### config.mk
export PLATFORM = sky130hd
export DESIGN_NAME = rws_sub
export DESIGN_NICKNAME = d
export VERILOG_FILES = /design/src/sv/rws_pkg.sv /design/src/sv/rws_sub.sv
export SDC_FILE = /design/constraint.sdc
export NUM_CORES = 1
export LEC_CHECK = 0
export ABC_CLOCK_PERIOD_IN_PS = 3080
export BUFFER_PORTS_ARGS = -buffer_cell sky130_fd_sc_hd__buf_2
export CORE_MARGIN = 2
export CORE_UTILIZATION = 49
export DETAILED_ROUTE_END_ITERATION = 10
export PLACE_DENSITY = 0.82
export REMOVE_ABC_BUFFERS = 1
export SYNTH_ARGS = -nofsm -noshare
export SYNTH_HDL_FRONTEND = slang
export SYNTH_SLANG_ARGS = --single-unit
### constraint.sdc
create_clock -name vclk -period 3.08
set_clock_uncertainty 0.2 [all_clocks]
set_input_delay 0.308 -clock vclk [all_inputs]
set_output_delay 0.308 -clock vclk [all_outputs]
set_load 0.02 [all_outputs]
### src/sv/rws_pkg.sv
// Shared constants, types and helpers for the roulette wheel selector.
package rws_pkg;

    localparam int POP_MAX_DEF   = 256;
    localparam int RAND_BITS_DEF = 31;

    localparam int SCORE_W    = 25;
    localparam int SCORE_FRAC = 16;
    localparam int RV_W       = 31;
    localparam int POP_W      = 9;
    localparam int IDX_W      = 8;

    localparam logic [POP_W-1:0] POP_RESET = 9'd100;

    localparam logic ACT_LOAD = 1'b0;
    localparam logic ACT_DRAW = 1'b1;

    typedef enum logic [5:0] {
        ST_IDLE  = 6'b000001,
        ST_DIV   = 6'b000010,
        ST_ACC   = 6'b000100,
        ST_RADDR = 6'b001000,
        ST_CMP   = 6'b010000,
        ST_OUT   = 6'b100000
    } rws_state_t;

    function automatic int imax(input int a, input int b);
        return (a > b) ? a : b;
    endfunction

endpackage

### src/sv/rws_sub.sv
// Shared subtract-and-compare unit used by both the divider and the search.
module rws_sub
    import rws_pkg::*;
#(
    parameter int W = 32
) (
    input  logic [W-1:0] a,
    input  logic [W-1:0] b,
    output logic [W-1:0] diff,
    output logic         borrow
);

    logic [W:0] full;

    // Borrow is set exactly when a is less than b.
    assign full   = {1'b0, a} - {1'b0, b};
    assign diff   = full[W-1:0];
    assign borrow = full[W];

endmodule

==> summary.md <==
| Metric | Value |
|---|---|
| Lkg Pwr | between 1 and 1.5 nW |
| Post-Syn Area per Cell | 6.850 sq um |
| Initial antenna violation count | 0 |
| Most frequent cells in the layout | 96 x buf_2, 40 x inv_1, 31 x ha_1 |
| Setup TNS | 0 ps |
| Post-route insts no fill | between 400 and 500 |
| Die width | between 60 and 70 um |
| Synth unique cells | 51 |
| Core ar. | 0.003689 sq mm |
| Max Cap Violations | 0 |
| Status | finished clean |
| Initial Utilization | 0.5126 |
| Placed cell area | ~0.0025 sq mm |
| Crit path launch type | primary input |
| Commonest non-fill, non-tap cell in the layout | buf_2 |
| First-pass GRT wire length | approximately 8.4 mm |
| RePlAce Congestion | 0.9303 |
| Max FO, Critical Path | 4 |
| Nets | ~470 |
| RSZ-0062 raised after global routing | yes |
| Vias in the first global route | just over 2000 |
| Fin crit share | 0.9860 |
| Ports | a little under 100 |
| Crit Path Class | in -> out |
| GRT Total Usage | 0.2332 |
| Achievable Freq | ~0.33 GHz |
| DR WL/cell | ~13 um |
| Final core occ | 0.6883 |
| Die Area | 0.004371 sq mm |
| Relative slew slack | 0.7285 |
| HP Class | in -> out |
| Diode count | 0 |
| ANT nets after route | 0 |
| Layout cells sized above 1 | 0.3458 |
| Yosys warning count | 0 |
| Hpwl dp | 4.546 mm |
| Sequential standard cell area | 0 sq um |
| Via count | between 2000 and 2500 |
| PwrDens | ~280 mW/mm^2 |
| Cell area after synthesis | between 0.0015 and 0.002 sq mm |
| Rows | 22 |
| Finished Cell Area | 0.002539 sq mm |
| PortBufs | 97 |
| 1st-pass router iterations | 5 |
| Crit path time final | 3037 ps |
| Hold WS | 777.5 ps |
| Seq_cells | 0 |
| Largest net degree at the start of global routing | 10 |
| Final Max Tran Viols | 0 |
| # DRC | 0 |
| Synth Instances | around 280 |
| CP endpoint kind | output pin |
| Hold Vio Cnt, Final | 0 |
| Final setup viols | 0 |
| Die H | between 60 and 70 um |
| Clkbuf count | 0 |
| Placed Cells | 419 |
| Total gr overflow | 0 |
| Vias/cell | 5.494 |
| 1st-iter DRT viols | 93 |
| Seq/Total Area, Yosys | 0 |
| Crit path DAT | roughly 2500 ps |
| Req. time, crit path | about 2600 ps |
| Worst vdd ir | 0.0001657 V |
| Worst-Margin Slew | just over 400 ps |
| DRT Wirelength | between 5 and 6 mm |
| Synth-to-Final Area Change | 34.28% |
==> stage by stage <==
step,setup WS [ps],total power [mW]
final,43.18,0.7032
after global routing,-38.57,0.7586
after CTS,18.27,0.6780
after detailed placement,-26.46,0.6709
after global placement,25.60,0.6648
after floorplan,213.4,0.4588
==> layout make-up <==
type | instances | area [sq um]
Fill cell | 355 | 1150
Timing Repair Buffer | 109 | 578.1
Tap cell | 48 | 60.06
Inverter | 40 | 150.1
Multi-Input combinational cell | 224 | 1750
==> synth_stat cells, types with 3 or more instances <==
library cell	count	share of area
inv_1	40	0.079
ha_1	32	0.21
a21oi_1	22	0.058
nand2_1	21	0.042
a21o_1	15	0.060
xnor2_1	15	0.069
o21ai_0	14	0.037
xor2_1	14	0.065
nor2_1	12	0.024
nand3_1	8	0.021
clkbuf_1	7	0.014
a211oi_1	6	0.024
nand4_1	6	0.020
o21a_1	6	0.024
a31oi_1	5	0.017
buf_2	5	0.013
nor3_1	4	0.011
nor2b_1	3	0.0099
==> worst max-delay path: stages <==
cell and delay (ps):
buf_2 100, inv_1 50, ha_2 290, a211oi_2 240
nor2_1 90, or3_4 390, o2111ai_4 260, a32oi_4 180
a31oi_1 250, xnor2_1 180, buf_2 200
==> worst paths after layout <==
kind / from / end / slack, ps / cells after the start
max: b[8] / diff[25] / 40 / 11
min: b[0] / diff[0] / 780 / 4
==> timing repair <==
action | CTS | global route
hold buffers | 0 | 0
hold endpoints to repair | 0 | 0
gates resized for setup | 1 | 14
pin swaps | 1 | 6
setup endpoints to repair | 1 | 7
setup buffers | 1 | 1
==> power breakdown <==
group	internal, mW	switching (mW)
clock	0	0
combinational	0.285	0.419
sequential	0	0
==> layer usage <==
layer | vias to the layer above | part of all wire | wire length, um | global-route usage
met4 | 0 | 0.0056 | 31 | 0.01786
met2 | 96 | 0.51 | 2800 | 0.4388
li1 | 1187 | - | - | -
met1 | 1026 | 0.42 | 2314 | 0.3052
met5 | - | 0 | 0 | 0
met3 | 4 | 0.064 | 352 | 0.005111
==> cells by family after synthesis <==
group	count (synthesis)	synth area share
compound gates	97	0.3666
simple gates	65	0.1701
buf+inv	52	0.1066
fa+ha+maj	33	0.2224
xor+xnor	29	0.1344
Power figures use the tool's default switching activity.
